**src/design/sset_pkg.sv**
```systemverilog
// Shared types and constants for the sorted unique set block.
// Used by sset_ctrl, sset_datapath and sorted_unique_set; depends on nothing.
`default_nettype none

package sset_pkg;

    // Default depth of the set and the most results a dump emits.
    localparam int DEF_CAPACITY = 16;
    localparam int MAX_RESULTS  = 16;

    // Field widths of the request and result channels.
    localparam int OP_W     = 2;
    localparam int VAL_W    = 32;
    localparam int STATUS_W = 3;
    localparam int POS_W    = 4;
    localparam int FILL_W   = 5;

    // Operation codes.
    localparam logic [OP_W-1:0] OP_INSERT = 2'd0;
    localparam logic [OP_W-1:0] OP_REMOVE = 2'd1;
    localparam logic [OP_W-1:0] OP_DUMP   = 2'd2;
    localparam logic [OP_W-1:0] OP_NONE   = 2'd3;

    // Result status codes.
    localparam logic [STATUS_W-1:0] ST_DONE      = 3'd0;
    localparam logic [STATUS_W-1:0] ST_DUPLICATE = 3'd1;
    localparam logic [STATUS_W-1:0] ST_NOT_FOUND = 3'd2;
    localparam logic [STATUS_W-1:0] ST_FULL      = 3'd3;
    localparam logic [STATUS_W-1:0] ST_EMPTY     = 3'd4;

    // Controller to datapath commands.
    typedef struct packed {
        logic load_op;   // capture the accepted request
        logic exec;      // compare, update the cell chain, load the result
        logic advance;   // step a dump to the next entry
    } sset_cmd_t;

    // Datapath to controller status.
    typedef struct packed {
        logic op_none;   // captured request has the unused opcode
        logic res_last;  // result register holds the final result
    } sset_stat_t;

endpackage

`default_nettype wire

```
**src/design/sorted_unique_set.sv**
```systemverilog
// Top level of the sorted unique set: controller plus cell-chain datapath.
// Depends on sset_pkg, sset_ctrl and sset_datapath.
`default_nettype none

// The block holds up to CAPACITY distinct signed 32-bit values in ascending
// order in a chain of registers. A request with op insert places the value at
// its sorted position (status done with that position, duplicate with the
// position of the existing entry, or full when no room is left); op remove
// deletes a matching value and closes the gap (status not found when absent);
// op dump streams the stored values in order, one result per entry with its
// position, flagging the final one with last, and at most sixteen results; a
// dump of an empty set gives a single empty result. Opcode three is dropped
// without a result. Every result carries the fill after the operation. One
// request is handled at a time: a request is taken in the idle cycle, the
// next cycle compares the operand against all cells at once and updates the
// chain, and the result is offered from a register in the cycle after that.
// No clearing pass is needed after reset.
module sorted_unique_set
    import sset_pkg::*;
#(
    parameter int CAPACITY = DEF_CAPACITY
) (
    input  wire logic                       aclk,
    input  wire logic                       aresetn,
    input  wire logic                       s_valid,
    output logic                            s_ready,
    input  wire logic [OP_W-1:0]            s_op,
    input  wire logic signed [VAL_W-1:0]    s_value,
    output logic                            m_valid,
    input  wire logic                       m_ready,
    output logic [STATUS_W-1:0]             m_status,
    output logic signed [VAL_W-1:0]         m_entry_value,
    output logic [POS_W-1:0]                m_position,
    output logic [FILL_W-1:0]               m_fill,
    output logic                            m_last
);

    // Commands flow from the controller to the datapath, status flows back.
    sset_cmd_t  cmd;
    sset_stat_t stat;

    // The controller owns both handshakes and steps each request through
    // capture, execute and, unless it has the unused opcode, send.
    sset_ctrl u_ctrl (
        .aclk    (aclk),
        .aresetn (aresetn),
        .s_valid (s_valid),
        .s_ready (s_ready),
        .m_valid (m_valid),
        .m_ready (m_ready),
        .stat    (stat),
        .cmd     (cmd)
    );

    // The datapath holds the sorted cells, the entry count and the result
    // register that drives the result channel.
    sset_datapath #(
        .CAPACITY (CAPACITY)
    ) u_datapath (
        .aclk          (aclk),
        .aresetn       (aresetn),
        .cmd           (cmd),
        .stat          (stat),
        .s_op          (s_op),
        .s_value       (s_value),
        .m_status      (m_status),
        .m_entry_value (m_entry_value),
        .m_position    (m_position),
        .m_fill        (m_fill),
        .m_last        (m_last)
    );

endmodule

`default_nettype wire

```
**src/design/sset_ctrl.sv**
```systemverilog
// Sequencing state machine of the sorted unique set.
// Depends on sset_pkg for the command and status structs.
`default_nettype none

module sset_ctrl
    import sset_pkg::*;
(
    input  wire logic       aclk,
    input  wire logic       aresetn,
    input  wire logic       s_valid,
    output logic            s_ready,
    output logic            m_valid,
    input  wire logic       m_ready,
    input  wire sset_stat_t stat,
    output sset_cmd_t       cmd
);

    typedef enum logic [2:0] {
        S_IDLE = 3'b001,
        S_EXEC = 3'b010,
        S_SEND = 3'b100
    } state_t;

    state_t state_reg, state_next;

    assign s_ready = (state_reg == S_IDLE);
    assign m_valid = (state_reg == S_SEND);

    always_comb begin
        cmd         = '0;
        cmd.load_op = s_valid && s_ready;
        cmd.exec    = (state_reg == S_EXEC);
        cmd.advance = m_valid && m_ready && !stat.res_last;
    end

    always_comb begin
        state_next = state_reg;
        unique case (state_reg)
            S_IDLE: begin
                if (s_valid) begin
                    state_next = S_EXEC;
                end
            end
            S_EXEC: begin
                state_next = stat.op_none ? S_IDLE : S_SEND;
            end
            S_SEND: begin
                if (m_ready && stat.res_last) begin
                    state_next = S_IDLE;
                end
            end
            default: begin
                state_next = S_IDLE;
            end
        endcase
    end

    always_ff @(posedge aclk) begin
        if (!aresetn) begin
            state_reg <= S_IDLE;
        end else begin
            state_reg <= state_next;
        end
    end

`ifndef SYNTH
    // A new request is never taken while a result is being offered.
    a_no_overlap: assert property (@(posedge aclk) disable iff (!aresetn)
        !(s_ready && m_valid))
        else $error("request accepted while a result is pending");

    // A captured request is always processed in the following cycle.
    a_exec_follows: assert property (@(posedge aclk) disable iff (!aresetn)
        cmd.load_op |=> cmd.exec)
        else $error("captured request was not executed");

    // The final result returns the controller to idle.
    a_last_to_idle: assert property (@(posedge aclk) disable iff (!aresetn)
        (m_valid && m_ready && stat.res_last) |=> s_ready)
        else $error("controller did not return to idle after the last result");
`endif

endmodule

`default_nettype wire

```
**src/design/sset_datapath.sv**
```systemverilog
// Cell chain, compare logic and result register of the sorted unique set.
// Depends on sset_pkg for widths, codes and the command and status structs.
`default_nettype none

module sset_datapath
    import sset_pkg::*;
#(
    parameter int CAPACITY = DEF_CAPACITY
) (
    input  wire logic                       aclk,
    input  wire logic                       aresetn,
    input  wire sset_cmd_t                  cmd,
    output sset_stat_t                      stat,
    input  wire logic [OP_W-1:0]            s_op,
    input  wire logic signed [VAL_W-1:0]    s_value,
    output logic [STATUS_W-1:0]             m_status,
    output logic signed [VAL_W-1:0]         m_entry_value,
    output logic [POS_W-1:0]                m_position,
    output logic [FILL_W-1:0]               m_fill,
    output logic                            m_last
);

    localparam int CW = $clog2(CAPACITY + 1);
    localparam int IW = $clog2(CAPACITY);
    localparam int AW = CW + POS_W + 1;

    logic [OP_W-1:0]          op_reg;
    logic signed [VAL_W-1:0]  val_reg;
    logic signed [VAL_W-1:0]  cells_reg [CAPACITY];
    logic signed [VAL_W-1:0]  cells_next [CAPACITY];
    logic [CW-1:0]            count_reg, count_next;
    logic [IW-1:0]            idx_reg, idx_next;
    logic [STATUS_W-1:0]      res_status_reg, res_status_next;
    logic signed [VAL_W-1:0]  res_value_reg, res_value_next;
    logic [POS_W-1:0]         res_pos_reg, res_pos_next;
    logic                     res_last_reg, res_last_next;

    logic [CAPACITY-1:0]      lt;
    logic [CAPACITY-1:0]      eq;
    logic [CAPACITY-1:0]      bnd;
    logic [IW-1:0]            eq_pos;
    logic [IW-1:0]            ins_pos;
    logic                     found;
    logic                     full;
    logic [IW+POS_W-1:0]      pos_ext;
    logic [IW+POS_W-1:0]      idx_ext;
    logic [CW+FILL_W-1:0]     fill_ext;
    logic [IW-1:0]            nidx;
    logic                     next_last;

    // Parallel compare of every live cell against the captured operand.
    always_comb begin
        for (int i = 0; i < CAPACITY; i++) begin
            lt[i] = (CW'(i) < count_reg) && (cells_reg[i] < val_reg);
            eq[i] = (CW'(i) < count_reg) && (cells_reg[i] == val_reg);
        end
        bnd[0] = !lt[0];
        for (int i = 1; i < CAPACITY; i++) begin
            bnd[i] = lt[i-1] && !lt[i];
        end
    end

    always_comb begin
        eq_pos  = '0;
        ins_pos = '0;
        for (int i = 0; i < CAPACITY; i++) begin
            if (eq[i]) begin
                eq_pos = eq_pos | IW'(i);
            end
            if (bnd[i]) begin
                ins_pos = ins_pos | IW'(i);
            end
        end
    end

    assign found = |eq;
    assign full  = (count_reg == CW'(CAPACITY));

    // Dump stepping: index of the next entry and whether it ends the dump.
    assign nidx      = idx_reg + IW'(1);
    assign next_last = (AW'(nidx) + AW'(1) == AW'(count_reg)) ||
                       (AW'(nidx) == AW'(MAX_RESULTS - 1));

    always_comb begin
        cells_next      = cells_reg;
        count_next      = count_reg;
        idx_next        = idx_reg;
        res_status_next = res_status_reg;
        res_value_next  = res_value_reg;
        res_pos_next    = res_pos_reg;
        res_last_next   = res_last_reg;
        pos_ext         = '0;
        idx_ext         = '0;

        if (cmd.exec) begin
            res_value_next = val_reg;
            res_last_next  = 1'b1;
            res_pos_next   = '0;
            case (op_reg)
                OP_INSERT: begin
                    if (found) begin
                        res_status_next = ST_DUPLICATE;
                        pos_ext         = {{POS_W{1'b0}}, eq_pos};
                        res_pos_next    = pos_ext[POS_W-1:0];
                    end else if (full) begin
                        res_status_next = ST_FULL;
                    end else begin
                        res_status_next = ST_DONE;
                        pos_ext         = {{POS_W{1'b0}}, ins_pos};
                        res_pos_next    = pos_ext[POS_W-1:0];
                        count_next      = count_reg + CW'(1);
                        if (!lt[0]) begin
                            cells_next[0] = val_reg;
                        end
                        for (int i = 1; i < CAPACITY; i++) begin
                            if (!lt[i]) begin
                                if (lt[i-1]) begin
                                    cells_next[i] = val_reg;
                                end else begin
                                    cells_next[i] = cells_reg[i-1];
                                end
                            end
                        end
                    end
                end
                OP_REMOVE: begin
                    if (!found) begin
                        res_status_next = ST_NOT_FOUND;
                    end else begin
                        res_status_next = ST_DONE;
                        pos_ext         = {{POS_W{1'b0}}, eq_pos};
                        res_pos_next    = pos_ext[POS_W-1:0];
                        count_next      = count_reg - CW'(1);
                        for (int i = 0; i < CAPACITY - 1; i++) begin
                            if (!lt[i]) begin
                                cells_next[i] = cells_reg[i+1];
                            end
                        end
                    end
                end
                OP_DUMP: begin
                    idx_next = '0;
                    if (count_reg == '0) begin
                        res_status_next = ST_EMPTY;
                        res_value_next  = '0;
                    end else begin
                        res_status_next = ST_DONE;
                        res_value_next  = cells_reg[0];
                        res_last_next   = (count_reg == CW'(1));
                    end
                end
                default: begin
                    res_status_next = ST_DONE;
                end
            endcase
        end else if (cmd.advance) begin
            idx_next        = nidx;
            idx_ext         = {{POS_W{1'b0}}, nidx};
            res_status_next = ST_DONE;
            res_value_next  = cells_reg[nidx];
            res_pos_next    = idx_ext[POS_W-1:0];
            res_last_next   = next_last;
        end
    end

    always_ff @(posedge aclk) begin
        if (cmd.load_op) begin
            op_reg  <= s_op;
            val_reg <= s_value;
        end
        cells_reg      <= cells_next;
        res_status_reg <= res_status_next;
        res_value_reg  <= res_value_next;
        res_pos_reg    <= res_pos_next;
        idx_reg        <= idx_next;
    end

    always_ff @(posedge aclk) begin
        if (!aresetn) begin
            count_reg    <= '0;
            res_last_reg <= 1'b1;
        end else begin
            count_reg    <= count_next;
            res_last_reg <= res_last_next;
        end
    end

    assign fill_ext      = {{FILL_W{1'b0}}, count_reg};
    assign m_status      = res_status_reg;
    assign m_entry_value = res_value_reg;
    assign m_position    = res_pos_reg;
    assign m_fill        = fill_ext[FILL_W-1:0];
    assign m_last        = res_last_reg;

    always_comb begin
        stat          = '0;
        stat.op_none  = (op_reg == OP_NONE);
        stat.res_last = res_last_reg;
    end

`ifndef SYNTH
    // The fill count never exceeds the number of cells.
    a_count_bound: assert property (@(posedge aclk) disable iff (!aresetn)
        count_reg <= CW'(CAPACITY))
        else $error("entry count above capacity");

    // Stored values are distinct, so at most one live cell matches.
    a_unique_match: assert property (@(posedge aclk) disable iff (!aresetn)
        cmd.exec |-> $onehot0(eq))
        else $error("operand matches more than one stored entry");

    // An accepted insert grows the set by exactly one entry.
    a_insert_grows: assert property (@(posedge aclk) disable iff (!aresetn)
        (cmd.exec && op_reg == OP_INSERT && !found && !full)
        |=> count_reg == $past(count_reg) + CW'(1))
        else $error("insert did not grow the set by one");

    // A dump never steps beyond the entry flagged as last.
    a_no_step_past_last: assert property (@(posedge aclk) disable iff (!aresetn)
        cmd.advance |-> !res_last_reg)
        else $error("dump advanced past its final result");
`endif

endmodule

`default_nettype wire

```
**config.mk**
```make
export PLATFORM = sky130hd
export DESIGN_NAME = sorted_unique_set
export DESIGN_NICKNAME = d
export VERILOG_FILES = /design/src/design/sset_pkg.sv /design/src/design/sorted_unique_set.sv /design/src/design/sset_ctrl.sv /design/src/design/sset_datapath.sv
export SDC_FILE = /design/constraint.sdc
export NUM_CORES = 2
export LEC_CHECK = 0
export BUFFER_PORTS_ARGS = -buffer_cell sky130_fd_sc_hd__buf_2
export CORE_MARGIN = 1.5
export CORE_UTILIZATION = 45
export CTS_BUF_LIST = sky130_fd_sc_hd__clkbuf_8
export CTS_CLUSTER_DIAMETER = 150
export DETAILED_ROUTE_END_ITERATION = 7
export GPL_ROUTABILITY_DRIVEN = 0
export PLACE_DENSITY = 0.57
export SETUP_SLACK_MARGIN = 0.3
export SLEW_MARGIN = 20
export SYNTH_ARGS = -nofsm -noshare
export SYNTH_HDL_FRONTEND = slang
export SYNTH_SLANG_ARGS = --single-unit
```
**constraint.sdc**
```tcl
create_clock -name aclk -period 7.3 [get_ports aclk]
set_input_delay 1.825 -clock aclk [delete_from_list [all_inputs] [get_ports aclk]]
set_output_delay 1.825 -clock aclk [all_outputs]
set_load 0.05 [all_outputs]
```
[Word-level counts from Yosys, hierarchy flattened]
Index checks and enable logic that the tools add are counted.
Word-level totals
  register bits: 598
  input bits: 38
  output and inout port bits: 47
  logic and storage cells: 334
Operators by class
  add/sub/neg operators: 4
  order comparisons: 33
  equality and inequality tests: 62
  muxes and demuxes: 114
  bitwise logic cells: 4
  reduce and logical (&&, ||, !) cells: 92
Operators by type and width (count)
  $mux W32: 52
  $mux W512: 2
  $pmux W480 S2: 1
  $eq A32 B32 Y1: 16
  $lt A32 B32 Y1: 16
  $mux W480: 1
  $bmux W32 S4: 1
  $reduce_and A7 Y1: 15
  $mux W4: 23
  $ne A2 B2 Y1 const B: 34
  $logic_and A1 B1 Y1: 51
  $mux W3: 15
  $lt A4 B5 Y1 const A: 8
  $lt A3 B5 Y1 const A: 4
  $pmux W3 S3: 2
  $logic_not A1 Y1: 16
  $reduce_or A16 Y1: 1
  $mux W5: 3
  $mux W2: 6
  $eq A10 B5 Y1: 1
  $lt A1 B5 Y1 const A: 2
  $lt A2 B5 Y1 const A: 2
  $pmux W5 S2: 1
  $reduce_and A5 Y1: 2
  23 further kinds: 34

[Longest topological paths before layout]
  word-level depth: 23
  mapped depth: 15
  gate-level depth less buffers: 11

[Hierarchy]
Synthesis repeated with hierarchy kept, for this count alone.
Unflattened totals
  cells, all modules: 4405
  area total of the unflattened synthesis: 44730.4 µm²
By module, submodules not included
  sset_datapath: times used 1, cells each 4387, area an instance 44561.5 µm², seq. area each 17807.1 µm²
  sset_ctrl: times used 1, cells each 18, area an instance 168.9 µm², seq. area each 60.1 µm²

[Worst setup path before layout]
OpenSTA, ideal clock, no wires.
  path type: reg2reg
  from: reg u_datapath.val_reg[31]
  to: reg u_datapath.cells_reg[100] (netlist name) (enable)
  library setup time: 0.432 ns
  arrival time: 5.139 ns
  data required time: 6.868 ns
  path slack: 1.729 ns
  stages on the path, launching flop included: 14
  buffers on the path: 2
  clock period less this slack: 5.571 ns
  path through: edfxtp_1 -> clkbuf_1 -> clkinv_1 -> ha_1 -> nand4_1 -> or4_1 -> or4b_1 -> o41ai_1 -> nor4_2 -> nand2_2 -> and2_1 -> o21ai_4 -> buf_6 -> a21oi_1
On the way
  longest elaborated chain between the ends: 5
  elaborated cells on any way between the ends: 40
  those cells by class: order compare: 1; eq/ne: 20; reduce/logical: 19
Ends and longest elaborated chain
  start, declared: line sset_datapath.sv:28  | logic signed [VAL_W-1:0] val_reg;
  start signal, assigned: line sset_datapath.sv:169  | val_reg <= s_value;
  parallel branches: the longest is 4 deep, another holds $lt A32 B32 Y1
  $reduce_and A7 Y1 (no source line) *
  end signal, assigned: line sset_datapath.sv:171  | cells_reg <= cells_next;
  end, declared: line sset_datapath.sv:29  | logic signed [VAL_W-1:0] cells_reg [CAPACITY];
Mark *: on every way between the ends.
A chain may end at the register's enable or synchronous reset.

[Final worst setup path]
  from: reg u_datapath.val_reg[5]
  to: reg u_datapath.cells_reg[86] (netlist name) (enable)
Same word-level chain as after synthesis.

==> metrics.csv <==
stage,metric,value,unit
status,status,"complete, no violations",
place,port_buffers,84,
power_and_ir_drop,sw_frac_of_total,29.0,%
floorplanning,coreArea,98100,um2
synthesis,ys_seq_elements,598,
worst_setup_path,r2r_end,u_datapath.cells_reg[86],
finish,final_area,48700,um2
synthesis,async_reset_ff_share,0,%
worst_setup_path,cp.depth,12,
global_route,antenna_found_initial,8,
drt,drtPass1Iterations,6,
timing,setup_violations,0,
power_and_ir_drop,power_frac_clock,39.0,%
synthesis,ys_seq_area_share,40.2,%
clock_network,numCtsBuffers,116,
global_route,overflow,0,
synthesis,synth_area,44500,um2
worst_setup_path,path_buf_inv,3,
synthesis,syn_inst,4403,
global_route,grt_max_degree,228,
synthesis,synthesis.nets,4958,
finish,layout-drive-gt1-share,12.6,%
clock_network,cts-root-buf,clkbuf_8,
clock_network,cts_tree,yes,
clock_network,cts_resized,0,
run,maxCapViolCount,0,
clock_network,cts_hold_buf,0,
worst_setup_path,crit_type,flip-flop to flip-flop,
finish,mostFrequentLayoutCells,"nand2_1, edfxtp_1, ha_1, o21ai_0, a21oi_1",
finish,nets,5002,
worst_setup_path,end_kind,flip-flop,
timing,slew_headroom,6.61,%
drt,ant_nets,0,
clock_network,cts_setup_buffers,0,
global_route,grt_use_total,31.7,%
global_route,grt_pass1_vias,35200,
synthesis,ys.flop_type,edfxtp_1,
power_and_ir_drop,ir_drop,0.119,mV
worst_hold_path,hp-class,flip-flop to flip-flop,
worst_setup_path,crit_arrival,6.31,ns
worst_setup_path,cpMostUsedCell,buf_4,
worst_setup_path,crit_chain,clkinv_1 -> ha_1 -> nand2_1 -> or4_1 -> o41ai_1 -> nor4_2 -> nand2_2 -> and2_1 -> o21ai_4 -> buf_4 -> nor2_4 -> buf_4,
synthesis,synth_edf_count,589,
drt,via_per_inst,6.43,
worst_setup_path,reg2reg_slack,1.43,ns
timing,clock_skew,0.0405,ns
global_route,grt_pass1_wl,237,mm
drt,drcViolationCount,0,
power_and_ir_drop,power.switching,2.32,mW
power_and_ir_drop,p_leak,18.4,nW
drt,wl_per_cell,27.6,um
worst_setup_path,critPathLaunchType,flip-flop,
synthesis,yosys.cell_types.count,78,
timing,fmax,0.170,GHz
timing,finalHoldViolations,0,
synthesis,syn_avg_cell_area,10.1,um2
clock_network,clk_pin_slew_worst_paths,0.06,ns
worst_setup_path,slowest_stage,o41ai_1,
worst_setup_path,rr_startpoint,u_datapath.val_reg[5],
timing,tightest_slew,1.40,ns
floorplanning,ioPinCount,85,
timing,tns,0,ns
timing,rsz0062_at_grt,no,
place,dp_hpwl,116,mm
finish,final_common_cell,nand2_1,
timing,fin_crit_sh,80.4,%
power_and_ir_drop,sequentialPowerShare,48.1,%
power_and_ir_drop,combPwrFrac,12.9,%
synthesis,synth_warnings,0,
worst_setup_path,crit_path_max_incr_delay,0.89,ns
floorplanning,initial_core_util,45.3,%
power_and_ir_drop,power,8.02,mW
drt,vias,37500,
worst_setup_path,crit_fanout,17,
timing,drv_slew,0,
worst_setup_path,critical_path_required,7.74,ns
drt,drt_iter0_drc,4825,
finish,finalNonFillerCells,5830,
worst_setup_path,crit_path_end,u_datapath.cells_reg[86],
worst_setup_path,critPathLaunch,u_datapath.val_reg[5],
worst_setup_path,crit_family,simple AND/OR/NAND/NOR gates,
finish,area_growth,9.55,%
floorplanning,die-area,101000,um2
floorplanning,die_width,317,um
clock_network,clockBufferDepth,3,
worst_setup_path,rr_worst_depth,12,
worst_hold_path,min-delay-start,u_datapath.cells_reg[13],
clock_network,cts.sinks,598,
timing,min_period,5.87,ns
place,placed_cell_area,46600,um2
power_and_ir_drop,internal_power,5.70,mW
finish,largest_reg_flops,512,
power_and_ir_drop,p_per_area,165,nW/um2
clock_network,clkLatencyLatePin,0.79,ns
drt,finalWirelength,161,mm
floorplanning,rows,115,
floorplanning,die_h,317,um
finish,fin_util,49.6,%
place,placed_cells,5616,
clock_network,h-tree-depth,3,
how the worst min path moves through the flow:
stage | to | cells after the start | slack, ns
6_report | u_datapath.cells_reg[45] | 2 | 0.60
5_1_grt | u_datapath.m_fill[1] | 2 | 0.63
4_1_cts | u_datapath.m_fill[1] | 2 | 0.60
3_5_place_dp | u_datapath.cells_reg[46] | 2 | 0.58
3_3_place_gp | u_datapath.cells_reg[49] | 2 | 0.59
2_1_floorplan | u_datapath.cells_reg[33] | 2 | 0.55
synthesized netlist by cell type, drive strengths merged (5+ instances only):
cell	instances	area (um2)
nand2	619	2330
edfxtp	589	17700
o21ai	526	2640
ha	517	6470
a21oi	471	2360
nor2	312	1180
mux2i	258	2590
clkbuf	188	717
mux4	136	3060
nand4	101	632
buf	93	494
nand3	77	385
a21o	46	345
inv	46	173
mux2	40	450
nor2b	35	219
clkinv	32	120
a22oi	26	195
o221ai	24	210
nor3	22	126
nor4	18	125
o22ai	17	106
and4	16	140
a2111oi	12	105
a221o	11	110
a222oi	11	110
nand2b	11	68.8
o211ai	11	82.6
a221oi	10	87.6
a211oi	9	67.6
dfxtp	9	180
or4	9	67.6
a31oi	7	43.8
and2	7	43.8
and3	6	37.5
nor3b	6	45.0
o211a	6	60.1
nand4b	5	43.8
o31ai	5	37.5
stage by stage:
stage                     hold WS, ns  worst slack (ns)
after floorplan                 0.547              1.73
after global placement          0.590              1.63
after detailed placement        0.583              1.54
after CTS                       0.598              1.51
after global routing            0.630              1.27
final                           0.601              1.43
cell type report:
type                            count  area, um2
Clock inverter                     91        385
Timing Repair Buffer              207       1430
Antenna cell                        2       5.00
Tap cell                         1287       1610
Multi-Input combinational cell   3446      25400
Sequential cell                   598      17900
Fill cell                        9137      49400
Clock buffer                      121       1670
Inverter                           78        293
power by group through the flow:
stage	Combinational, mW	Sequential, mW	Clock (mW)
2_1_floorplan	0.644	3.91	0
3_3_place_gp	0.988	3.93	0
3_5_place_dp	1.01	3.93	0
4_1_cts	1.01	3.86	3.18
5_1_grt	1.13	3.86	3.32
6_report	1.03	3.86	3.13
layer usage:
metal / GRT usage [%] / wire length (um) / up-vias / part of all wire, %
li1: - / - / 16900 / -
met1: 46.7 / 69700 / 18400 / 43
met2: 45.0 / 67400 / 1954 / 42
met3: 7.86 / 18500 / 256 / 11
met4: 11.2 / 5610 / 0 / 3.5
met5: 0 / 0 / - / 0
worst reg2reg max path, cell delays in order, from the launching register on:
cell and delay (ns):
edfxtp_1 0.72, clkinv_1 0.79, ha_1 0.59, nand2_1 0.05, or4_1 0.48, o41ai_1 0.89
nor4_2 0.16, nand2_2 0.17, and2_1 0.24, o21ai_4 0.21, buf_4 0.30, nor2_4 0.54
buf_4 0.39
cell families after synthesis:
logic type                 share of synthesized area [%]
buffers and inverters                               3.38
AOI/OAI and AO/OA                                   15.4
xor gates and xnor gates                           0.138
DFF                                                 40.2
adders and majority gates                           14.6
muxes                                               13.7
and+or+nand+nor                                     12.6
No activity file was read; power rests on OpenSTA's default activity.
